## src/hdl/qenc_pkg.sv

```systemverilog
`timescale 1ns / 1ps
`default_nettype none

package qenc_pkg;

   // Position counter width and derived limits.
   localparam int POSITION_BITS = 8;
   localparam int POS_LIMIT     = (1 << (POSITION_BITS - 1)) - 1;
   localparam int STEP_COUNTS   = 4;
   localparam int MAX_RESULTS   = 31;
   localparam int COUNT_BITS    = $clog2(MAX_RESULTS + 1);

   // Operand of the shared adder: table moves -2..+2 and the step of 4.
   localparam int OPER_BITS = 4;

   // APB register file.
   localparam int CSR_ADDR_BITS = 5;
   localparam int CSR_DATA_BITS = 32;

   localparam logic [2:0] REG_RIGHT_ENABLE     = 3'd0;
   localparam logic [2:0] REG_LEFT_ENABLE      = 3'd1;
   localparam logic [2:0] REG_RIGHT_ALT_ENABLE = 3'd2;
   localparam logic [2:0] REG_LEFT_ALT_ENABLE  = 3'd3;
   localparam logic [2:0] REG_CLICK_ENABLE     = 3'd4;
   localparam logic [2:0] REG_INITIAL_PHASE    = 3'd5;

   // Event codes.
   localparam logic [2:0] EV_RIGHT     = 3'd0;
   localparam logic [2:0] EV_LEFT      = 3'd1;
   localparam logic [2:0] EV_RIGHT_ALT = 3'd2;
   localparam logic [2:0] EV_LEFT_ALT  = 3'd3;
   localparam logic [2:0] EV_CLICK     = 3'd4;

   // Button tracking codes.
   localparam logic [1:0] BTN_NONE  = 2'd0;
   localparam logic [1:0] BTN_CLICK = 2'd1;
   localparam logic [1:0] BTN_SHIFT = 2'd2;

   typedef logic signed [POSITION_BITS-1:0] position_type;
   typedef logic signed [OPER_BITS-1:0]     operand_type;

   // Configuration as seen by the decoder.
   typedef struct packed {
      logic       right_enable;
      logic       left_enable;
      logic       right_alt_enable;
      logic       left_alt_enable;
      logic       click_enable;
      logic [1:0] initial_phase;
      logic       phase_load;
   } cfg_type;

   // Status flags of the adder result.
   typedef struct packed {
      logic above_zero;
      logic below_zero;
      logic at_least_step;
      logic at_most_neg_step;
   } alu_flags_type;

   // Quarter-step movement indexed by {new_b, new_a, old_phase}.
   function automatic operand_type move_step(input logic [3:0] idx);
      operand_type mv;
      case (idx)
         4'd0:    mv = 4'sd0;
         4'd1:    mv = 4'sd1;
         4'd2:    mv = -4'sd1;
         4'd3:    mv = 4'sd2;
         4'd4:    mv = -4'sd1;
         4'd5:    mv = 4'sd0;
         4'd6:    mv = -4'sd2;
         4'd7:    mv = 4'sd1;
         4'd8:    mv = 4'sd1;
         4'd9:    mv = -4'sd2;
         4'd10:   mv = 4'sd0;
         4'd11:   mv = -4'sd1;
         4'd12:   mv = 4'sd2;
         4'd13:   mv = -4'sd1;
         4'd14:   mv = 4'sd1;
         default: mv = 4'sd0;
      endcase
      return mv;
   endfunction

endpackage

`default_nettype wire

```

## src/hdl/qenc_channels.sv

```systemverilog
`timescale 1ns / 1ps
`default_nettype none

// Input channel: one pin or button change per item.
interface qenc_req_if;
   logic valid;
   logic ready;
   logic mode;
   logic phase_a;
   logic phase_b;
   logic button_level;

   modport source (output valid, output mode, output phase_a, output phase_b,
                   output button_level, input ready);
   modport sink   (input valid, input mode, input phase_a, input phase_b,
                   input button_level, output ready);
endinterface

// Result channel: one event per item.
interface qenc_rsp_if;
   logic       valid;
   logic       ready;
   logic [2:0] event_kind;
   logic       is_last;

   modport source (output valid, output event_kind, output is_last, input ready);
   modport sink   (input valid, input event_kind, input is_last, output ready);
endinterface

`default_nettype wire

```

## src/hdl/qenc_csr.sv

```systemverilog
`timescale 1ns / 1ps
`default_nettype none

module qenc_csr (
   input  wire logic                                 clock,
   input  wire logic                                 reset,
   input  wire logic                                 psel,
   input  wire logic                                 penable,
   input  wire logic                                 pwrite,
   input  wire logic [qenc_pkg::CSR_ADDR_BITS-1:0]   paddr,
   input  wire logic [qenc_pkg::CSR_DATA_BITS-1:0]   pwdata,
   output logic      [qenc_pkg::CSR_DATA_BITS-1:0]   prdata,
   output logic                                      pready,
   output qenc_pkg::cfg_type                         cfg
);
   import qenc_pkg::*;

   logic       right_en_ff, right_en_in;
   logic       left_en_ff, left_en_in;
   logic       right_alt_en_ff, right_alt_en_in;
   logic       left_alt_en_ff, left_alt_en_in;
   logic       click_en_ff, click_en_in;
   logic [1:0] init_phase_ff, init_phase_in;
   logic       wr_strobe;
   logic [2:0] reg_index;

   assign pready    = 1'b1;
   assign wr_strobe = psel && penable && pwrite;
   assign reg_index = paddr[4:2];

   always_comb begin
      right_en_in     = right_en_ff;
      left_en_in      = left_en_ff;
      right_alt_en_in = right_alt_en_ff;
      left_alt_en_in  = left_alt_en_ff;
      click_en_in     = click_en_ff;
      init_phase_in   = init_phase_ff;
      if (wr_strobe) begin
         case (reg_index)
            REG_RIGHT_ENABLE:     right_en_in     = pwdata[0];
            REG_LEFT_ENABLE:      left_en_in      = pwdata[0];
            REG_RIGHT_ALT_ENABLE: right_alt_en_in = pwdata[0];
            REG_LEFT_ALT_ENABLE:  left_alt_en_in  = pwdata[0];
            REG_CLICK_ENABLE:     click_en_in     = pwdata[0];
            REG_INITIAL_PHASE:    init_phase_in   = pwdata[1:0];
            default: ;
         endcase
      end
   end

   always_ff @(posedge clock) begin
      if (reset) begin
         right_en_ff     <= 1'b1;
         left_en_ff      <= 1'b1;
         right_alt_en_ff <= 1'b0;
         left_alt_en_ff  <= 1'b0;
         click_en_ff     <= 1'b0;
         init_phase_ff   <= 2'd0;
      end else begin
         right_en_ff     <= right_en_in;
         left_en_ff      <= left_en_in;
         right_alt_en_ff <= right_alt_en_in;
         left_alt_en_ff  <= left_alt_en_in;
         click_en_ff     <= click_en_in;
         init_phase_ff   <= init_phase_in;
      end
   end

   always_comb begin
      prdata = '0;
      case (reg_index)
         REG_RIGHT_ENABLE:     prdata[0]   = right_en_ff;
         REG_LEFT_ENABLE:      prdata[0]   = left_en_ff;
         REG_RIGHT_ALT_ENABLE: prdata[0]   = right_alt_en_ff;
         REG_LEFT_ALT_ENABLE:  prdata[0]   = left_alt_en_ff;
         REG_CLICK_ENABLE:     prdata[0]   = click_en_ff;
         REG_INITIAL_PHASE:    prdata[1:0] = init_phase_ff;
         default: ;
      endcase
   end

   // A write of the start phase also loads the decoder's phase register.
   assign cfg.right_enable     = right_en_ff;
   assign cfg.left_enable      = left_en_ff;
   assign cfg.right_alt_enable = right_alt_en_ff;
   assign cfg.left_alt_enable  = left_alt_en_ff;
   assign cfg.click_enable     = click_en_ff;
   assign cfg.initial_phase    = pwdata[1:0];
   assign cfg.phase_load       = wr_strobe && (reg_index == REG_INITIAL_PHASE);

endmodule

`default_nettype wire

```

## src/hdl/qenc_alu.sv

```systemverilog
`timescale 1ns / 1ps
`default_nettype none

module qenc_alu (
   input  wire qenc_pkg::position_type  position,
   input  wire qenc_pkg::operand_type   operand,
   output qenc_pkg::position_type       result,
   output qenc_pkg::alu_flags_type      flags
);
   import qenc_pkg::*;

   localparam logic signed [POSITION_BITS:0] LIM_POS  = (POSITION_BITS+1)'(POS_LIMIT);
   localparam logic signed [POSITION_BITS:0] LIM_NEG  = -LIM_POS;
   localparam logic signed [POSITION_BITS:0] STEP_POS = (POSITION_BITS+1)'(STEP_COUNTS);
   localparam logic signed [POSITION_BITS:0] STEP_NEG = -STEP_POS;

   logic signed [POSITION_BITS:0] sum;
   logic signed [POSITION_BITS:0] sat;

   // One guard bit keeps the sum exact before clamping to the symmetric limit.
   always_comb begin
      sum = {position[POSITION_BITS-1], position}
          + {{(POSITION_BITS + 1 - OPER_BITS){operand[OPER_BITS-1]}}, operand};
      if (sum > LIM_POS) begin
         sat = LIM_POS;
      end else if (sum < LIM_NEG) begin
         sat = LIM_NEG;
      end else begin
         sat = sum;
      end
   end

   assign result                 = sat[POSITION_BITS-1:0];
   assign flags.above_zero       = (sat > 0);
   assign flags.below_zero       = (sat < 0);
   assign flags.at_least_step    = (sat >= STEP_POS);
   assign flags.at_most_neg_step = (sat <= STEP_NEG);

endmodule

`default_nettype wire

```

## src/hdl/qenc_ctrl.sv

```systemverilog
`timescale 1ns / 1ps
`default_nettype none

module qenc_ctrl (
   input  wire logic                     clock,
   input  wire logic                     reset,
   qenc_req_if.sink                      req,
   qenc_rsp_if.source                    rsp,
   input  wire qenc_pkg::cfg_type        cfg,
   output qenc_pkg::position_type        alu_position,
   output qenc_pkg::operand_type         alu_operand,
   input  wire qenc_pkg::position_type   alu_result,
   input  wire qenc_pkg::alu_flags_type  alu_flags
);
   import qenc_pkg::*;

   typedef enum logic [2:0] {
      S_IDLE = 3'b001,
      S_MOVE = 3'b010,
      S_EMIT = 3'b100
   } state_type;

   localparam operand_type STEP_UP   = OPER_BITS'(STEP_COUNTS);
   localparam operand_type STEP_DOWN = -STEP_UP;

   state_type             state_ff, state_in;
   logic [1:0]            phase_ff, phase_in;
   position_type          position_ff, position_in;
   logic [1:0]            button_ff, button_in;
   logic [COUNT_BITS-1:0] count_ff, count_in;
   logic                  mode_ff, a_ff, b_ff, btn_ff;
   logic                  click_ff, click_in;
   logic                  down_ff, down_in;
   logic [2:0]            kind_ff, kind_in;
   logic                  out_valid_ff, out_valid_in;
   logic [2:0]            out_kind_ff, out_kind_in;
   logic                  out_last_ff, out_last_in;
   logic                  accept;
   logic                  out_free;
   logic                  have;
   logic                  more;
   logic [3:0]            move_idx;

   assign accept   = req.valid && req.ready;
   assign out_free = !out_valid_ff || rsp.ready;
   assign move_idx = {b_ff, a_ff, phase_ff};
   assign more     = alu_flags.at_least_step || alu_flags.at_most_neg_step;

   // The adder either applies the table move or takes one step off per event.
   assign alu_position = position_ff;
   always_comb begin
      if (state_ff == S_EMIT) begin
         alu_operand = down_ff ? STEP_DOWN : STEP_UP;
      end else begin
         alu_operand = move_step(move_idx);
      end
   end

   always_ff @(posedge clock) begin
      if (accept) begin
         mode_ff <= req.mode;
         a_ff    <= req.phase_a;
         b_ff    <= req.phase_b;
         btn_ff  <= req.button_level;
      end
   end

   always_comb begin
      state_in     = state_ff;
      phase_in     = phase_ff;
      position_in  = position_ff;
      button_in    = button_ff;
      count_in     = count_ff;
      click_in     = click_ff;
      down_in      = down_ff;
      kind_in      = kind_ff;
      out_valid_in = out_valid_ff && !rsp.ready;
      out_kind_in  = out_kind_ff;
      out_last_in  = out_last_ff;
      have         = 1'b0;

      if (cfg.phase_load) begin
         phase_in = cfg.initial_phase;
      end

      case (state_ff)
         S_IDLE: begin
            if (accept) begin
               state_in = S_MOVE;
            end
         end
         S_MOVE: begin
            count_in = '0;
            if (mode_ff) begin
               // Button change: a release of an untouched press is a click.
               if (btn_ff) begin
                  button_in = BTN_CLICK;
                  state_in  = S_IDLE;
               end else begin
                  button_in = BTN_NONE;
                  click_in  = 1'b1;
                  kind_in   = EV_CLICK;
                  state_in  = (button_ff == BTN_CLICK && cfg.click_enable) ? S_EMIT : S_IDLE;
               end
            end else begin
               phase_in    = {b_ff, a_ff};
               position_in = alu_result;
               click_in    = 1'b0;
               down_in     = alu_flags.above_zero;
               if (button_ff == BTN_NONE) begin
                  if (alu_flags.above_zero && cfg.right_enable) begin
                     have    = 1'b1;
                     kind_in = EV_RIGHT;
                  end else if (alu_flags.below_zero && cfg.left_enable) begin
                     have    = 1'b1;
                     kind_in = EV_LEFT;
                  end
               end else begin
                  if (alu_flags.above_zero && cfg.right_alt_enable) begin
                     have    = 1'b1;
                     kind_in = EV_RIGHT_ALT;
                  end else if (alu_flags.below_zero && cfg.left_alt_enable) begin
                     have    = 1'b1;
                     kind_in = EV_LEFT_ALT;
                  end
                  button_in = BTN_SHIFT;
               end
               state_in = (have && more) ? S_EMIT : S_IDLE;
            end
         end
         S_EMIT: begin
            if (out_free) begin
               out_valid_in = 1'b1;
               out_kind_in  = kind_ff;
               if (click_ff) begin
                  out_last_in = 1'b1;
                  state_in    = S_IDLE;
               end else begin
                  // The remainder beyond the event cap stays in the position.
                  position_in = alu_result;
                  count_in    = count_ff + 1'b1;
                  out_last_in = !more || (count_ff == COUNT_BITS'(MAX_RESULTS - 1));
                  state_in    = out_last_in ? S_IDLE : S_EMIT;
               end
            end
         end
         default: begin
            state_in = S_IDLE;
         end
      endcase
   end

   always_ff @(posedge clock) begin
      if (reset) begin
         state_ff     <= S_IDLE;
         phase_ff     <= 2'd0;
         position_ff  <= '0;
         button_ff    <= BTN_NONE;
         count_ff     <= '0;
         out_valid_ff <= 1'b0;
      end else begin
         state_ff     <= state_in;
         phase_ff     <= phase_in;
         position_ff  <= position_in;
         button_ff    <= button_in;
         count_ff     <= count_in;
         out_valid_ff <= out_valid_in;
      end
   end

   always_ff @(posedge clock) begin
      click_ff    <= click_in;
      down_ff     <= down_in;
      kind_ff     <= kind_in;
      out_kind_ff <= out_kind_in;
      out_last_ff <= out_last_in;
   end

   assign req.ready      = (state_ff == S_IDLE);
   assign rsp.valid      = out_valid_ff;
   assign rsp.event_kind = out_kind_ff;
   assign rsp.is_last    = out_last_ff;

   // The position never reaches the most negative code.
   a_pos_range : assert property (@(posedge clock) disable iff (reset)
      position_ff != {1'b1, {(POSITION_BITS - 1){1'b0}}})
      else $error("position outside the symmetric limit");

   // The event counter stays below the cap while events are issued.
   a_count_cap : assert property (@(posedge clock) disable iff (reset)
      (state_ff == S_EMIT) |-> (count_ff < COUNT_BITS'(MAX_RESULTS)))
      else $error("event count beyond cap");

   // The button tracker never holds the unused code.
   a_button_code : assert property (@(posedge clock) disable iff (reset)
      button_ff != 2'd3)
      else $error("button tracker holds unused code");

   // A click is only issued for a button item.
   a_click_src : assert property (@(posedge clock) disable iff (reset)
      (state_ff == S_EMIT && click_ff) |-> mode_ff)
      else $error("click issued for a pin item");

   // A new item is never taken while an event is still being issued.
   a_no_overlap : assert property (@(posedge clock) disable iff (reset)
      (state_ff == S_EMIT && !out_free) |=> (state_ff == S_EMIT))
      else $error("emission abandoned while output was busy");

endmodule

`default_nettype wire

```

## src/hdl/quadrature_encoder_with_button_unit.sv

```systemverilog
`timescale 1ns / 1ps
`default_nettype none

// Channel   Direction  Handshake            Content
// req_chan  in         valid/ready          mode, phase_a, phase_b, button_level
// rsp_chan  out        valid/ready          event_kind, is_last
// APB       in/out     psel/penable/pready  six control registers at 4*index
//
// An item is taken only while the sequencer is idle. It is first captured,
// then the table move or button change is applied through the shared adder,
// and then its events are issued in turn. Each turn event passes through the
// one shared adder, which takes one step of four off the position per cycle
// while the result channel is not stalled. A stalled result channel holds the
// sequencer in its event state; the final event of an item may wait in the
// output register while the next item is accepted. Reset is synchronous,
// clears the sequencer, position, phase and button tracking, and needs no
// clearing pass.

module quadrature_encoder_with_button_unit (
   input  wire logic                                 clock,
   input  wire logic                                 reset,
   qenc_req_if.sink                                  req_chan,
   qenc_rsp_if.source                                rsp_chan,
   input  wire logic                                 psel,
   input  wire logic                                 penable,
   input  wire logic                                 pwrite,
   input  wire logic [qenc_pkg::CSR_ADDR_BITS-1:0]   paddr,
   input  wire logic [qenc_pkg::CSR_DATA_BITS-1:0]   pwdata,
   output logic      [qenc_pkg::CSR_DATA_BITS-1:0]   prdata,
   output logic                                      pready
);
   import qenc_pkg::*;

   cfg_type       cfg;
   position_type  alu_position;
   operand_type   alu_operand;
   position_type  alu_result;
   alu_flags_type alu_flags;

   // Register file; writing the start phase also reloads the decoder phase.
   qenc_csr u_csr (
      .clock   (clock),
      .reset   (reset),
      .psel    (psel),
      .penable (penable),
      .pwrite  (pwrite),
      .paddr   (paddr),
      .pwdata  (pwdata),
      .prdata  (prdata),
      .pready  (pready),
      .cfg     (cfg)
   );

   // Shared saturating adder with sign and step compares on its result.
   qenc_alu u_alu (
      .position (alu_position),
      .operand  (alu_operand),
      .result   (alu_result),
      .flags    (alu_flags)
   );

   // Sequencer that owns the decoder state and the output register.
   qenc_ctrl u_ctrl (
      .clock        (clock),
      .reset        (reset),
      .req          (req_chan),
      .rsp          (rsp_chan),
      .cfg          (cfg),
      .alu_position (alu_position),
      .alu_operand  (alu_operand),
      .alu_result   (alu_result),
      .alu_flags    (alu_flags)
   );

endmodule

`default_nettype wire

```

## src/flat_wrapper.sv

```systemverilog
// flat-port wrapper written by rule: the top's interface ports become plain ports
module quadrature_encoder_with_button_unit_flat import qenc_pkg::*;
  (clock, reset, psel, penable, pwrite, paddr, pwdata, prdata, pready, req_chan_valid, req_chan_mode, req_chan_phase_a, req_chan_phase_b, req_chan_button_level, req_chan_ready, rsp_chan_valid, rsp_chan_event_kind, rsp_chan_is_last, rsp_chan_ready);
  qenc_req_if req_chan_i ();
  qenc_rsp_if rsp_chan_i ();
  input  wire logic clock;
  input  wire logic reset;
  input  wire logic psel;
  input  wire logic penable;
  input  wire logic pwrite;
  input  wire logic [qenc_pkg::CSR_ADDR_BITS-1:0] paddr;
  input  wire logic [qenc_pkg::CSR_DATA_BITS-1:0] pwdata;
  output logic      [qenc_pkg::CSR_DATA_BITS-1:0] prdata;
  output logic pready;
  input wire logic [$bits(req_chan_i.valid)-1:0] req_chan_valid;
  input wire logic [$bits(req_chan_i.mode)-1:0] req_chan_mode;
  input wire logic [$bits(req_chan_i.phase_a)-1:0] req_chan_phase_a;
  input wire logic [$bits(req_chan_i.phase_b)-1:0] req_chan_phase_b;
  input wire logic [$bits(req_chan_i.button_level)-1:0] req_chan_button_level;
  output wire logic [$bits(req_chan_i.ready)-1:0] req_chan_ready;
  output wire logic [$bits(rsp_chan_i.valid)-1:0] rsp_chan_valid;
  output wire logic [$bits(rsp_chan_i.event_kind)-1:0] rsp_chan_event_kind;
  output wire logic [$bits(rsp_chan_i.is_last)-1:0] rsp_chan_is_last;
  input wire logic [$bits(rsp_chan_i.ready)-1:0] rsp_chan_ready;
  assign req_chan_i.valid = req_chan_valid;
  assign req_chan_i.mode = req_chan_mode;
  assign req_chan_i.phase_a = req_chan_phase_a;
  assign req_chan_i.phase_b = req_chan_phase_b;
  assign req_chan_i.button_level = req_chan_button_level;
  assign req_chan_ready = req_chan_i.ready;
  assign rsp_chan_valid = rsp_chan_i.valid;
  assign rsp_chan_event_kind = rsp_chan_i.event_kind;
  assign rsp_chan_is_last = rsp_chan_i.is_last;
  assign rsp_chan_i.ready = rsp_chan_ready;
  quadrature_encoder_with_button_unit u_core (.clock(clock), .reset(reset), .req_chan(req_chan_i), .rsp_chan(rsp_chan_i), .psel(psel), .penable(penable), .pwrite(pwrite), .paddr(paddr), .pwdata(pwdata), .prdata(prdata), .pready(pready));
endmodule
```

## config.mk

```make
export PLATFORM = sky130hd
export DESIGN_NAME = quadrature_encoder_with_button_unit_flat
export DESIGN_NICKNAME = d
export VERILOG_FILES = /design/src/hdl/qenc_pkg.sv /design/src/hdl/qenc_channels.sv /design/src/hdl/qenc_csr.sv /design/src/hdl/qenc_alu.sv /design/src/hdl/qenc_ctrl.sv /design/src/hdl/quadrature_encoder_with_button_unit.sv /design/src/flat_wrapper.sv
export SDC_FILE = /design/constraint.sdc
export NUM_CORES = 1
export LEC_CHECK = 0
export ABC_AREA = 1
export BUFFER_PORTS_ARGS = -buffer_cell sky130_fd_sc_hd__buf_2
export CAP_MARGIN = 10
export CELL_PAD_IN_SITES_DETAIL_PLACEMENT = 1
export CELL_PAD_IN_SITES_GLOBAL_PLACEMENT = 2
export CORE_AREA = 2 2 92 116
export DETAILED_ROUTE_END_ITERATION = 12
export DIE_AREA = 0 0 94 118
export PLACE_DENSITY = 0.95
export SLEW_MARGIN = 20
export SYNTH_ARGS = -nofsm -noshare
export SYNTH_HDL_FRONTEND = slang
export SYNTH_HIERARCHICAL = 1
export SYNTH_SLANG_ARGS = --single-unit
```

## constraint.sdc

```tcl
create_clock -name clock -period 7.1 [get_ports clock]
set_clock_uncertainty 0.15 [all_clocks]
set_input_delay 0.355 -clock clock [delete_from_list [all_inputs] [get_ports clock]]
set_output_delay 0.355 -clock clock [all_outputs]
set_load 0.05 [all_outputs]
```

==> impl.org <==
** Finish
- Multi-input gate area :: 1630 um2
- Cells with a size suffix above 1 make up 16.9% of the layout.
- Sequential standard cell area :: 951 um2
- Number of fill cells in the layout :: 1,272
- Synth-to-layout area growth :: 7.08%
- At the end of the flow, the number of nets in the layout was 505.
- The number of antenna diodes in the final layout is 0.

** Clock tree
- In this run the deepest clock path goes through 2 buffers.
- TritonCTS built the clock tree.
- The root buffer cell chosen for the clock tree is sky130_fd_sc_hd__clkbuf_16.
- Hold repair after CTS inserted 0 buffers.
- Clock transition at the registers of the reported paths :: 60 ps
- CTS H-tree depth :: 2
- Clock latency on the worst-skew pair :: 280 ps
- Number of clock sinks :: 41
- After clock tree synthesis, the repair step resized 0 gates.
- Post CTS Setup Buffer Count :: 0
- Counting the buffers created by CTS gives 5.

** Die
- Full die area :: 11,100 um2
- Standard-cell rows :: 41
- Vertical die dimension :: 118 um
- Core Area :: 10,000 um2
- In this run the horizontal extent of the chip is 94 um.
- For this configuration, the core starts out at a cell density of 30.4%.
- For this design the top-level I/O count stands at 87.

** Power
- Power Dens Cells :: 205 nW/um2
- Leakage power :: 1.58 nW
- Registers are responsible for 38.3% of the overall power.
- Of the total power, the share spent switching nets is 35.8%.
- In this run, the clock network consumes 33.1% of the power.
- In this run the power spent charging and discharging nets is 0.239 mW.
- Worst vdd ir :: 0.000112 V
- Combinational cell fraction of total power :: 28.6%
- Cell internal power was estimated by the tool at 0.428 mW.

** Worst setup path
- Worst path required time :: 6900 ps
- STA puts the critical path data arrival time at 3790 ps.
- Worst setup path category :: flop to flop
- Largest fanout on the critical path :: 8
- Critical Path Sink Type :: flop
- STA classifies the critical path startpoint as a flop.

** Synthesis
- Yosys mapped a number of flops with a built-in enable equal to 13.
- In this run, synthesis produced a sequential element count of 41.
- Post-Syn Area per Cell :: 7.12 um2
- Post-synth ARST share :: 0%
- Sequential element share of the synthesized area :: 31.3%
- The cell area that synthesis handed to floorplanning was 3040 um2.
- The share of synthesized area in the top cell type comes to 18.4%.
- Cell types occupying the most area after synthesis :: sky130_fd_sc_hd__dfxtp_1 18%, sky130_fd_sc_hd__edfxtp_1 13%, sky130_fd_sc_hd__nand2_1 10%
- Synthesis produced 427 cells.
- sky130_fd_sc_hd__dfxtp_1 takes more of the synthesized area than any other cell.
- Warnings from Yosys :: 6
- The netlist uses 37 different library cells.
- Top flip-flop cell by instance count after synthesis :: sky130_fd_sc_hd__dfxtp_1

** Timing
- Setup violations remaining at the end of the flow were counted as 0.
- For this run, the top clock speed supported by timing is 0.250 GHz.
- Setup ws final :: 3110 ps
- Tcrit/Tclk final :: 56.2%
- Final Hold Violating Endpoints :: 0
- Adding up every negative setup slack in the final design gives 0 ps.
- Setup repair after global routing left no endpoint under its margin.
- The number of slew-limit violations in the final report is 0.
- For the finished layout, the period the worst path requires is 3990 ps.

** Drt
- In the routed design, unresolved DRC markers number 0.
- After detailed routing, the average wire length per cell comes to 12.5 um.
- Final wirelength :: 7.16 mm
- The detailed router finished its first iteration with 100 violations.
- After detailed routing, the number of vias per cell comes to 4.59.
- Once detail routing completed, the nets flagged for antenna violations numbered 0.
- The first detailed-routing pass took 4 iterations.
- Detailed routing inserted a total of 2,634 vias.

** Global route
- First-pass GRT wire length :: 12.2 mm
- Global-route met2 utilization :: 25.2%
- Grt peak-use layer :: met2
- The total overflow left after global routing is 0.
- Global routing consumed, over all layers together, 13.4% of the routing resources.
- Global Route met3 Usage :: 2.24%
- Antenna violations before repair :: 0
- Grt met1 use :: 15.1%
- Maximum number of pins on one net before global-route repair :: 15
- Vias in the first global route :: 2,743

** Worst hold path
- The worst hold path belongs to the class input pin to flop.

** Place
- Gp weighted congestion :: 0.814
- Prior to clock tree synthesis, the placed netlist has a worst setup slack of 3130 ps.
- Detailed placement finished with a half-perimeter wire length of 5.75 mm.
- Number of buffer cells added on primary ports :: 23

** Flow run
- The tool flagged a number of max-cap violations equal to 0.

** Run status
- The flow ran to the end, and the final reports show no timing, DRC or antenna violations.
worst max-delay path: stages (launching register included):
cell,delay [ps]
sky130_fd_sc_hd__dfxtp_1,360
sky130_fd_sc_hd__inv_1,90
sky130_fd_sc_hd__ha_1,310
sky130_fd_sc_hd__xnor2_1,140
sky130_fd_sc_hd__o21ai_0,160
sky130_fd_sc_hd__a21oi_1,60
sky130_fd_sc_hd__ha_1,210
sky130_fd_sc_hd__fa_1,440
sky130_fd_sc_hd__nand3_1,150
sky130_fd_sc_hd__nand2_2,90
sky130_fd_sc_hd__nand2_1,60
sky130_fd_sc_hd__nand2_1,80
sky130_fd_sc_hd__nor2_1,110
sky130_fd_sc_hd__nand3_1,90
sky130_fd_sc_hd__nand2_2,100
sky130_fd_sc_hd__nand2_4,90
sky130_fd_sc_hd__nand3_1,120
sky130_fd_sc_hd__inv_1,60
sky130_fd_sc_hd__a21oi_2,180
sky130_fd_sc_hd__nand2_1,90
sky130_fd_sc_hd__nand2_1,80
sky130_fd_sc_hd__nor2_1,60
sky130_fd_sc_hd__nor3_1,380
sequential cells by signal, summed over array words and instances, names as in the netlist, 2 cells and up:
register / count
u_core/u_ctrl/alu_position: 8
u_core/u_ctrl/rsp.event_kind: 3
u_core/u_ctrl/state_ff: 3
u_core/u_ctrl/kind_ff: 3
u_core/u_ctrl/count_ff: 5
u_core/u_ctrl/phase_ff: 2
u_core/u_ctrl/button_ff: 2
u_core/u_csr/init_phase_ff: 2
placed cells by master, fill, tap and decap left out, types with 2 or more instances in the layout:
cell type                   count
sky130_fd_sc_hd__nand2_1       83
sky130_fd_sc_hd__inv_1         57
sky130_fd_sc_hd__nor2_1        49
sky130_fd_sc_hd__conb_1        31
sky130_fd_sc_hd__nand3_1       29
sky130_fd_sc_hd__dfxtp_1       28
sky130_fd_sc_hd__buf_2         23
sky130_fd_sc_hd__a21oi_1       21
sky130_fd_sc_hd__o21ai_0       18
sky130_fd_sc_hd__edfxtp_1      13
sky130_fd_sc_hd__ha_1          12
sky130_fd_sc_hd__nand2_2       10
sky130_fd_sc_hd__inv_2          8
sky130_fd_sc_hd__nor3_1         8
sky130_fd_sc_hd__nand4_1        6
sky130_fd_sc_hd__o211ai_1       6
sky130_fd_sc_hd__clkbuf_16      5
sky130_fd_sc_hd__nand2_4        4
sky130_fd_sc_hd__a21oi_2        4
sky130_fd_sc_hd__nand3_2        4
sky130_fd_sc_hd__nor2_4         4
sky130_fd_sc_hd__nor3_2         3
sky130_fd_sc_hd__xor2_1         3
sky130_fd_sc_hd__clkinv_2       2
sky130_fd_sc_hd__nor2_2         2
metrics by stage:
step / cell area (um2) / utilization [%] / cells / hold slack (ps) / total power, mW
finish: 3260 / 32.5 / 574 / 94.9 / 0.667
global route: 3260 / 32.5 / 574 / 88.0 / 0.704
CTS: 3260 / 32.5 / 574 / 89.7 / 0.674
detailed placement: 3110 / 31.1 / 566 / 263 / 0.451
global placement: 3110 / 31.1 / 566 / 255 / 0.446
floorplan: 3150 / - / 456 / 250 / 0.429
routing by layer:
layer,up-vias,share of wire (%)
met2,43,55
met4,0,1.8
li1,1325,-
met5,-,0
met1,1257,41
met3,9,2.8
cell usage after synthesis, drive strengths merged, types with 2 or more instances:
| cell | number |
|---|---|
| ha | 12 |
| o21ai | 19 |
| nand4 | 6 |
| edfxtp | 13 |
| nor3 | 12 |
| xor2 | 3 |
| nor2 | 56 |
| o211ai | 6 |
| dfxtp | 28 |
| conb | 2 |
| a21oi | 25 |
| inv | 66 |
| buf | 41 |
| nand2 | 97 |
| nand3 | 34 |
area by class of cell:
| cell class | count | share of cell area (%) |
|---|---|---|
| Clock inverter | 3 | 0.538 |
| Clock buffer | 5 | 3.84 |
| Sequential cell | 41 | 29.2 |
| Tap cell | 129 | 4.96 |
| Inverter | 67 | 7.80 |
| Timing Repair Buffer | 23 | 3.54 |
| Multi-Input combinational cell | 306 | 50.1 |
path summary, 6_finish.rpt:
| check | slack, ps | endpoint | from | cells past startpoint |
|---|---|---|---|---|
| hold reg to reg | 290 | u_core/u_ctrl/rsp.event_kind[1] | u_core/u_ctrl/kind_ff[1] | 0 |
| setup / recovery | 3110 | u_core/u_ctrl/kind_ff[0] | u_core/u_ctrl/phase_ff[0] | 22 |
| hold / removal | 90 | u_core/u_ctrl/b_ff | req_chan_phase_b | 1 |
| setup reg to reg | 3110 | u_core/u_ctrl/kind_ff[0] | u_core/u_ctrl/phase_ff[0] | 22 |
power groups by stage:
stage / sequential, mW / clock [mW] / combinational (mW)
floorplan: 0.259 / 0 / 0.171
global placement: 0.260 / 0 / 0.186
detailed placement: 0.260 / 0 / 0.191
CTS: 0.255 / 0.226 / 0.193
global route: 0.256 / 0.236 / 0.212
finish: 0.255 / 0.221 / 0.191
logic make-up after synthesis:
logic type | count (synthesis) | synth area share (%)
AO/OA/AOI/OAI | 52 | 9.75
XOR/XNOR | 4 | 1.15
other | 2 | 0.247
AND/OR/NAND/NOR | 206 | 33.3
buffers and inverters | 109 | 18.6
adder cells (fa/ha/maj) | 13 | 5.60
flip-flops | 41 | 31.3
Power figures use the tool's default switching activity.
